[config.mk]
export PLATFORM = sky130hd
export DESIGN_NAME = pixel_export_converter
export DESIGN_NICKNAME = d
export VERILOG_FILES = /design/src/rtl/pec_pkg.sv /design/src/rtl/pixel_export_converter.sv
export VERILOG_INCLUDE_DIRS = /design/src /design/src/rtl
export SDC_FILE = /design/constraint.sdc
export NUM_CORES = 2
export LEC_CHECK = 0
export BUFFER_PORTS_ARGS = -buffer_cell sky130_fd_sc_hd__buf_2
export CORE_ASPECT_RATIO = 1.1
export CORE_UTILIZATION = 40
export CTS_CLUSTER_SIZE = 12
export DETAILED_ROUTE_END_ITERATION = 7
export HOLD_SLACK_MARGIN = 0.08
export SYNTH_ARGS = -nofsm -noshare
export SYNTH_HDL_FRONTEND = slang
export SYNTH_SLANG_ARGS = --single-unit
[constraint.sdc]
create_clock -name clk -period 7.6 [get_ports clk]
set_clock_uncertainty 0.05 [all_clocks]
set_input_delay 1.52 -clock clk [delete_from_list [all_inputs] [get_ports clk]]
set_output_delay 1.52 -clock clk [all_outputs]
set_load 0.02 [all_outputs]
[src/rtl/pixel_export_converter_macros.svh]
// Assertion macros shared by the converter RTL.
// Both macros expect a clock named clk and an active-high reset named rst in scope.
`ifndef PIXEL_EXPORT_CONVERTER_MACROS_SVH
`define PIXEL_EXPORT_CONVERTER_MACROS_SVH

// The consequent must hold in the same cycle as the antecedent.
`define PEC_ASSERT_SAME(lbl, ante, cons, msg) \
  lbl: assert property (@(posedge clk) disable iff (rst) (ante) |-> (cons)) else $error(msg);

// The consequent must hold in the cycle after the antecedent.
`define PEC_ASSERT_NEXT(lbl, ante, cons, msg) \
  lbl: assert property (@(posedge clk) disable iff (rst) (ante) |=> (cons)) else $error(msg);

`endif

[src/rtl/pec_pkg.sv]
`default_nettype none

package pec_pkg;

  // Default for the largest image side.
  localparam int unsigned MAX_DIMENSION_DEF = 4096;
  // Compare width that covers every legal MAX_DIMENSION value.
  localparam int DIM_CMP_W = 15;

  localparam int COORD_W   = 12;
  localparam int CHAN_W    = 8;
  localparam int DIM_W     = 13;
  localparam int OFFSET_W  = 26;
  localparam int PIXEL_W   = 24;
  localparam int COUNT_W   = 2;
  localparam int S_DATA_W  = 56;
  localparam int M_DATA_W  = 56;
  localparam int CFG_ADDR_W = 3;

  localparam int NUM_STAGES = 7;

  // Reciprocal of 255 scaled by 2^23, rounded up: exact floor for numerators below 2^16.
  localparam logic [15:0] RECIP_255 = 16'd32897;
  localparam int RECIP_SHIFT = 23;

  localparam logic [COUNT_W-1:0] BPP_RGB888   = 2'd3;
  localparam logic [COUNT_W-1:0] BPP_RGBA5551 = 2'd2;

  typedef enum logic [CFG_ADDR_W-1:0] {
    REG_OUTPUT_FORMAT        = 3'd0,
    REG_FLIP_VERTICAL        = 3'd1,
    REG_PREMULTIPLY_OUT      = 3'd2,
    REG_SOURCE_PREMULTIPLIED = 3'd3,
    REG_IMAGE_WIDTH          = 3'd4,
    REG_IMAGE_HEIGHT         = 3'd5
  } cfg_reg_t;

  // Everything one pixel carries down the pipeline; each stage fills in its part.
  typedef struct packed {
    logic [COORD_W-1:0]          col;
    logic [COORD_W-1:0]          row;
    logic [2:0][CHAN_W-1:0]      chan;      // red, green, blue
    logic [CHAN_W-1:0]           alpha;
    logic                        fmt_rgba;
    logic                        do_premul;
    logic                        do_unpremul;
    logic [DIM_W-1:0]            ty;
    logic [14:0]                 pitch;
    logic [13:0]                 colb;
    logic [27:0]                 off_prod;
    logic [OFFSET_W-1:0]         offset;
    logic [2:0][15:0]            num;
    logic [2:0][31:0]            pm_prod;
    logic [2:0][CHAN_W-1:0]      pm_q;
    logic [2:0][CHAN_W-1:0]      rem;
    logic [2:0][CHAN_W-1:0]      quo;
    logic [2:0]                  ovf;
    logic [2:0][CHAN_W-1:0]      val;
    logic [2:0][28:0]            q_prod;
    logic [PIXEL_W-1:0]          pixel;
    logic [COUNT_W-1:0]          bpp;
  } pipe_t;

  // One restoring division step: returns {quotient bit, new remainder}.
  function automatic logic [8:0] div_step(logic [7:0] rem, logic nbit, logic [7:0] den);
    logic [8:0] trial;
    trial = {rem, nbit};
    if (trial >= {1'b0, den}) begin
      div_step = {1'b1, 8'(trial - {1'b0, den})};
    end else begin
      div_step = {1'b0, trial[7:0]};
    end
  endfunction

endpackage

`default_nettype wire

[src/rtl/pixel_export_converter.sv]
`default_nettype none
// Pixel export converter.
// Slave stream: one word per pixel (column, row, red, green, blue, alpha).
// Master stream: one word per pixel (byte offset in the export buffer, packed
// pixel bytes, valid byte count). Every input word gives exactly one output word.
// Configuration is written through cfg_wr_en/cfg_addr/cfg_wdata; the user must
// write only while no pixel is in flight, and the block does not enforce it; each write
// lands at the clock edge where cfg_wr_en is high. Throughput is one pixel per
// clock while m_tready is high. The datapath is seven register stages, 0 to 6,
// passed in order. The unpremultiply divider (two or three restoring steps per
// stage) and the offset and quantizer multipliers set the stage count.
// Every stage has its own valid bit and is refilled as soon as it empties, so
// the slave side keeps accepting while a finished word waits in the output
// stage. When the receiver stalls, the stages fill up and s_tready drops only
// once all seven hold a pixel; nothing is lost or repeated.
// Reset empties the pipeline and restores the register defaults: RGBA5551
// output, no flip, straight alpha on both sides, width and height of one.
module pixel_export_converter #(
  parameter int unsigned MAX_DIMENSION = pec_pkg::MAX_DIMENSION_DEF
) (
  input  logic                            clk,
  input  logic                            rst,
  // Slave stream.
  input  logic                            s_tvalid,
  output logic                            s_tready,
  // column[11:0], row[23:12], red[31:24], green[39:32], blue[47:40], alpha[55:48]
  input  logic [pec_pkg::S_DATA_W-1:0]    s_tdata,
  // Master stream.
  output logic                            m_tvalid,
  input  logic                            m_tready,
  // byte_offset[25:0], pixel_bytes[49:26], byte_count[51:50], zero[55:52]
  output logic [pec_pkg::M_DATA_W-1:0]    m_tdata,
  // Configuration write port.
  input  logic                            cfg_wr_en,
  input  logic [pec_pkg::CFG_ADDR_W-1:0]  cfg_addr,
  input  logic [pec_pkg::DIM_W-1:0]       cfg_wdata
);
  import pec_pkg::*;

  localparam int LAST = NUM_STAGES - 1;
  localparam logic [DIM_CMP_W-1:0] DimLimit = DIM_CMP_W'(MAX_DIMENSION);

  // Configuration registers.
  logic             output_format;
  logic             flip_vertical;
  logic             premultiply_out;
  logic             source_premultiplied;
  logic [DIM_W-1:0] image_width;
  logic [DIM_W-1:0] image_height;

  // Pipeline registers.
  logic [NUM_STAGES-1:0] vld;
  logic [NUM_STAGES-1:0] rdy;
  pipe_t                 stg      [NUM_STAGES];
  pipe_t                 stg_next [NUM_STAGES];

  // Effective image size.
  logic [DIM_W-1:0] w_eff;
  logic [DIM_W-1:0] h_eff;

  // Register writes.
  always_ff @(posedge clk) begin
    if (rst) begin
      output_format        <= 1'b1;
      flip_vertical        <= 1'b0;
      premultiply_out      <= 1'b0;
      source_premultiplied <= 1'b0;
      image_width          <= DIM_W'(1);
      image_height         <= DIM_W'(1);
    end else if (cfg_wr_en) begin
      unique case (cfg_addr)
        REG_OUTPUT_FORMAT:        output_format        <= cfg_wdata[0];
        REG_FLIP_VERTICAL:        flip_vertical        <= cfg_wdata[0];
        REG_PREMULTIPLY_OUT:      premultiply_out      <= cfg_wdata[0];
        REG_SOURCE_PREMULTIPLIED: source_premultiplied <= cfg_wdata[0];
        REG_IMAGE_WIDTH:          image_width          <= cfg_wdata;
        REG_IMAGE_HEIGHT:         image_height         <= cfg_wdata;
        default: ;
      endcase
    end
  end

  // Zero is treated as one and anything above the limit is saturated.
  always_comb begin
    if (image_width == '0) begin
      w_eff = DIM_W'(1);
    end else if ({2'b0, image_width} > DimLimit) begin
      w_eff = DIM_W'(DimLimit);
    end else begin
      w_eff = image_width;
    end
    if (image_height == '0) begin
      h_eff = DIM_W'(1);
    end else if ({2'b0, image_height} > DimLimit) begin
      h_eff = DIM_W'(DimLimit);
    end else begin
      h_eff = image_height;
    end
  end

  // A stage can take a word when it is empty or its own word moves on.
  always_comb begin
    rdy[LAST] = ~vld[LAST] | m_tready;
    for (int k = LAST - 1; k >= 0; k--) begin
      rdy[k] = ~vld[k] | rdy[k + 1];
    end
  end

  assign s_tready = rdy[0];

  // Datapath of every stage.
  always_comb begin
    logic [DIM_W-1:0] col_c;
    logic [DIM_W-1:0] row_c;
    logic [8:0]       step;
    logic [12:0]      qnum;
    logic             convert;

    // Stage 0: capture the incoming word.
    stg_next[0]       = stg[0];
    stg_next[0].col   = s_tdata[11:0];
    stg_next[0].row   = s_tdata[23:12];
    stg_next[0].chan  = {s_tdata[47:40], s_tdata[39:32], s_tdata[31:24]};
    stg_next[0].alpha = s_tdata[55:48];

    // Stage 1: clamp coordinates, flip, pitch and the per-channel numerators.
    stg_next[1] = stg[0];
    col_c = ({1'b0, stg[0].col} >= w_eff) ? w_eff - DIM_W'(1) : {1'b0, stg[0].col};
    row_c = ({1'b0, stg[0].row} >= h_eff) ? h_eff - DIM_W'(1) : {1'b0, stg[0].row};
    stg_next[1].ty = flip_vertical ? (h_eff - DIM_W'(1) - row_c) : row_c;
    convert = output_format & (source_premultiplied != premultiply_out);
    stg_next[1].fmt_rgba    = output_format;
    stg_next[1].do_premul   = convert & premultiply_out;
    stg_next[1].do_unpremul = convert & ~premultiply_out;
    if (output_format) begin
      stg_next[1].pitch = {1'b0, w_eff, 1'b0};
      stg_next[1].colb  = {col_c, 1'b0};
    end else begin
      stg_next[1].pitch = {2'b0, w_eff} + {1'b0, w_eff, 1'b0};
      stg_next[1].colb  = 14'({1'b0, col_c} + {col_c, 1'b0});
    end
    for (int ch = 0; ch < 3; ch++) begin
      if (premultiply_out) begin
        stg_next[1].num[ch] = 16'({8'b0, stg[0].chan[ch]} * {8'b0, stg[0].alpha}) + 16'd127;
      end else begin
        stg_next[1].num[ch] = ({stg[0].chan[ch], 8'b0} - {8'b0, stg[0].chan[ch]})
                            + {9'b0, stg[0].alpha[7:1]};
      end
    end

    // Stage 2: row offset product, divide-by-255 product, first divider steps.
    stg_next[2] = stg[1];
    stg_next[2].off_prod = 28'({15'b0, stg[1].ty} * {13'b0, stg[1].pitch});
    for (int ch = 0; ch < 3; ch++) begin
      stg_next[2].pm_prod[ch] = {16'b0, stg[1].num[ch]} * {16'b0, RECIP_255};
      stg_next[2].ovf[ch]     = stg[1].num[ch][15:8] >= stg[1].alpha;
      stg_next[2].rem[ch]     = stg[1].num[ch][15:8];
      stg_next[2].quo[ch]     = '0;
      for (int s = 0; s < 3; s++) begin
        step = div_step(stg_next[2].rem[ch], stg[1].num[ch][7 - s], stg[1].alpha);
        stg_next[2].rem[ch] = step[7:0];
        stg_next[2].quo[ch] = {stg_next[2].quo[ch][6:0], step[8]};
      end
    end

    // Stage 3: final offset, premultiplied channel, middle divider steps.
    stg_next[3] = stg[2];
    stg_next[3].offset = OFFSET_W'(stg[2].off_prod + {14'b0, stg[2].colb});
    for (int ch = 0; ch < 3; ch++) begin
      stg_next[3].pm_q[ch] = stg[2].pm_prod[ch][RECIP_SHIFT +: CHAN_W];
      for (int s = 3; s < 6; s++) begin
        step = div_step(stg_next[3].rem[ch], stg[2].num[ch][7 - s], stg[2].alpha);
        stg_next[3].rem[ch] = step[7:0];
        stg_next[3].quo[ch] = {stg_next[3].quo[ch][6:0], step[8]};
      end
    end

    // Stage 4: last divider steps and the channel value after alpha handling.
    stg_next[4] = stg[3];
    for (int ch = 0; ch < 3; ch++) begin
      for (int s = 6; s < 8; s++) begin
        step = div_step(stg_next[4].rem[ch], stg[3].num[ch][7 - s], stg[3].alpha);
        stg_next[4].rem[ch] = step[7:0];
        stg_next[4].quo[ch] = {stg_next[4].quo[ch][6:0], step[8]};
      end
      if (stg[3].do_premul) begin
        stg_next[4].val[ch] = stg[3].pm_q[ch];
      end else if (stg[3].do_unpremul) begin
        if (stg[3].alpha == '0) begin
          stg_next[4].val[ch] = '0;
        end else if (stg[3].ovf[ch]) begin
          stg_next[4].val[ch] = '1;
        end else begin
          stg_next[4].val[ch] = stg_next[4].quo[ch];
        end
      end else begin
        stg_next[4].val[ch] = stg[3].chan[ch];
      end
    end

    // Stage 5: quantizer product, (v * 31 + 127) times the reciprocal of 255.
    stg_next[5] = stg[4];
    for (int ch = 0; ch < 3; ch++) begin
      qnum = 13'({stg[4].val[ch], 5'b0} - {5'b0, stg[4].val[ch]}) + 13'd127;
      stg_next[5].q_prod[ch] = {16'b0, qnum} * {13'b0, RECIP_255};
    end

    // Stage 6: pack the pixel bytes.
    stg_next[6] = stg[5];
    if (stg[5].fmt_rgba) begin
      stg_next[6].bpp   = BPP_RGBA5551;
      stg_next[6].pixel = {8'b0,
                           stg[5].q_prod[0][RECIP_SHIFT +: 5],
                           stg[5].q_prod[1][RECIP_SHIFT +: 5],
                           stg[5].q_prod[2][RECIP_SHIFT +: 5],
                           stg[5].alpha[7]};
    end else begin
      stg_next[6].bpp   = BPP_RGB888;
      stg_next[6].pixel = {stg[5].chan[2], stg[5].chan[1], stg[5].chan[0]};
    end
  end

  // Valid bits travel with the data.
  always_ff @(posedge clk) begin
    if (rst) begin
      vld <= '0;
    end else begin
      for (int k = 0; k < NUM_STAGES; k++) begin
        if (rdy[k]) begin
          vld[k] <= (k == 0) ? s_tvalid : vld[(k == 0) ? 0 : k - 1];
        end
      end
    end
  end

  // Stage payloads.
  always_ff @(posedge clk) begin
    for (int k = 0; k < NUM_STAGES; k++) begin
      if (rdy[k]) begin
        stg[k] <= stg_next[k];
      end
    end
  end

  // Output word.
  assign m_tvalid = vld[LAST];
  assign m_tdata  = {4'b0, stg[LAST].bpp, stg[LAST].pixel, stg[LAST].offset};

  `include "pixel_export_converter_macros.svh"

  `PEC_ASSERT_SAME(a_stall_only_when_full, !s_tready, &vld, "input stalled with a free stage")
  `PEC_ASSERT_SAME(a_count_legal, m_tvalid, (stg[LAST].bpp == BPP_RGB888) || (stg[LAST].bpp == BPP_RGBA5551), "bad byte count")
  `PEC_ASSERT_SAME(a_word_top_zero, m_tvalid && (stg[LAST].bpp == BPP_RGBA5551), stg[LAST].pixel[23:16] == 8'd0, "RGBA5551 word has a third byte")
  `PEC_ASSERT_NEXT(a_bubble_enters, s_tready && !s_tvalid, !vld[0], "first stage filled without an input word")

endmodule

`default_nettype wire
==> flow_summary_export.csv <==
group,metric,value,unit
floorplanning,rows,144,
clocking,cts_tree,"built",
final_layout,multi_input_area,0.0334,mm²
global_routing,gr-total-overflow,0,
timing,post-route-period-util,0.918,
synth,ys_types,93,
placed_design,post_dp_cell_area,0.0595,mm²
power,switching_share,0.392,
final_layout,regArea,0.0206,mm²
power,internal_power,13.3,mW
clocking,clkSlewWorstSetupHoldPaths,60,ps
final_layout,fillers,13070,
routing,dr.first_iter.drc_count,2114,
final_layout,area_delta_synth_final,9.75,%
timing,clock.fmax,0.143,GHz
job,drv_cap,0,
floorplanning,die_h,397,µm
clocking,cts_htree_levels,3,
synth,netlist_area,0.0566,mm²
routing,finalWirelength,135,mm
floorplanning,io_pins,135,
critical_path,endpoint_kind,"register",
clocking,root_buffer,"clkbuf_16",
power,p_seq_frac,0.272,
placed_design,gp_congestion,0.885,
routing,wl_per_cell,18.4,µm
routing,first_pass_iters,5,
synth,synth_seq_area_share,0.363,
floorplanning,start_util,0.404,
routing,drc,0,
timing,tightest_slew,1080,ps
floorplanning,core,0.140,mm²
global_routing,grt.total_usage,0.188,
placed_design,place_inst,7170,
final_layout,layoutNonFillerInstCount,7314,
clocking,insertion_delay,710,ps
final_layout,utilization,0.443,
routing,vias_per_cell,5.27,
floorplanning,die-area,0.143,mm²
global_routing,grt_pass1_wl,213,mm
final_layout,final_cell_area,0.0622,mm²
critical_path,crit_arrival,7370,ps
synth,yosysWarnings,0,
power,clockPowerShare,0.174,
timing,rsz0062_at_grt,"no",
clocking,cts_hold_buf,0,
critical_path,worst-path-max-fanout,12,
timing,slew_headroom,0.283,
timing,tns,0,ps
synth,dominantRegCellSynth,"edfxtp_1",
synth,ys_ff_latch,698,
final_layout,layout_commonest_cell,"ha_1",
placed_design,port-buffer-count,129,
critical_path,slowest_stage,"a221o_1",
synth,async_reset_ff_frac,0,
timing,setup_violations,0,
power,p_leak,28.5,nW
placed_design,dp_slack,518,ps
power,total_power,22.0,mW
synth,avgSynthCellArea,10.7,µm²
min_path,hold_depth,0,
critical_path,worstSetupPathType,"register to register",
power,p_sw,8.61,mW
min_path,hp-class,"register to register",
clocking,clockBufferDepth,3,
run_status,outcome,"finished clean",
placed_design,dp_hpwl,104,mm
final_layout,most-common-layout-cells,"ha_1, edfxtp_1, inv_1",
routing,num_vias,38567,
routing,postRouteAntennaNets,0,
power,pwr-share-comb,0.554,
final_layout,layout-drive-gt1-share,0.0853,
timing,hold-worst-slack,363,ps
power,power.density,353,mW/mm²
critical_path,worstPathRequired,7990,ps
clocking,numCtsBuffers,81,
critical_path,ff2ff_path_depth,28,
timing,period_needed,6980,ps
critical_path,startpoint_type,"register",
synth,syn_inst,5288,
clocking,clock-sinks,698,
timing,finalHoldViolCount,0,
critical_path,rrSetupSlack,620,ps
timing,final.setup.worst_slack,623,ps
global_routing,grt_pass1_vias,38871,
floorplanning,fp.dieW,361,µm
global_routing,antenna_found_initial,6,
synth,synth-edff-count,661,
power,ir_worst_vdd,0.406,mV
critical_path,cpPeakStageDelay,510,ps
final_layout,nets,6639,
timing,final_max_slew_viol_count,0,
global_routing,grt_max_degree,80,
clocking,cts_setup_buffers,0,
timing repair:
action,CTS,global route
endpoints found under the hold margin,0,0
endpoints found under the setup margin,0,8
resized for setup,0,2
logic make-up (layout without fill, tap and decap cells):
family,count (synthesis),after routing,synth area share
flip-flops,698,698,0.363
AND/OR/NAND/NOR,1347,1347,0.114
buffers and inverters,719,916,0.0484
multiplexers,173,173,0.0335
AO/OA/AOI/OAI,917,917,0.105
XOR/XNOR,298,298,0.0461
adder cells (fa/ha/maj),1134,1134,0.290
other,2,6,0.000133
cell usage after synthesis (20+ instances only):
cell type	n	area, µm²
xnor2_1	222	1940
and2_1	138	863
fa_1	299	5990
a21oi_1	241	1210
xor2_1	76	666
dfxtp_1	37	741
o211ai_1	21	158
nand4_1	38	238
o21bai_1	20	150
mux2_2	99	1110
mux2i_1	63	631
nor3_1	87	435
clkbuf_1	120	450
edfxtp_1	661	19800
ha_1	835	10400
nand2_1	509	1910
a21o_1	90	676
nand2b_1	62	388
nor2b_1	79	494
o21a_1	57	428
nor2_1	243	912
and3_1	23	144
o31ai_1	29	218
a211oi_1	27	203
o21ai_0	243	1220
or3_1	30	188
nand3_1	68	340
inv_1	580	2180
critical path, delay by kind of cell, from the launching register on:
family	cells	cell delay, ps
flops	1	380
buf+inv	3	410
compound gates	14	3210
simple gates	6	1090
fa+ha+maj	3	990
mux	2	570
area by class of cell:
class	instances	area share
antenna	1	0.0000403
sequential	698	0.331
inverter	583	0.0353
multi-input combinational	3874	0.537
tap	1825	0.0367
clock inverter	44	0.00723
timing repair buffer	190	0.0178
clock buffer	99	0.0347
path summary, 6_finish.rpt:
path,start,to
setup reg to reg,stg[2][456],stg[3][169]
setup / recovery,stg[2][456],stg[3][169]
hold / removal,stg[4][363],stg[5][363]
hold reg to reg,stg[4][363],stg[5][363]
per-layer routing:
layer,vias up,GRT usage,share of wire
li1,18901,-,-
met1,18774,0.260,0.48
met2,722,0.311,0.46
met3,170,0.0213,0.039
met4,0,0.0529,0.022
met5,-,0,0
state kept, by name, indices dropped and copies added (netlist names):
register	flops
stg	661
image_height	13
image_width	13
vld	7
flip_vertical	1
output_format	1
premultiply_out	1
source_premultiplied	1
power by group through the flow:
stage | Clock, mW | Combinational, mW | Sequential, mW
floorplan | 0 | 9.66 | 5.82
CTS | 3.96 | 12.2 | 5.97
finish | 3.82 | 12.2 | 5.97
global placement | 0 | 11.9 | 6.04
detailed placement | 0 | 12.1 | 6.05
global route | 4.08 | 13.6 | 6.04
No activity file was read; power rests on OpenSTA's default activity.
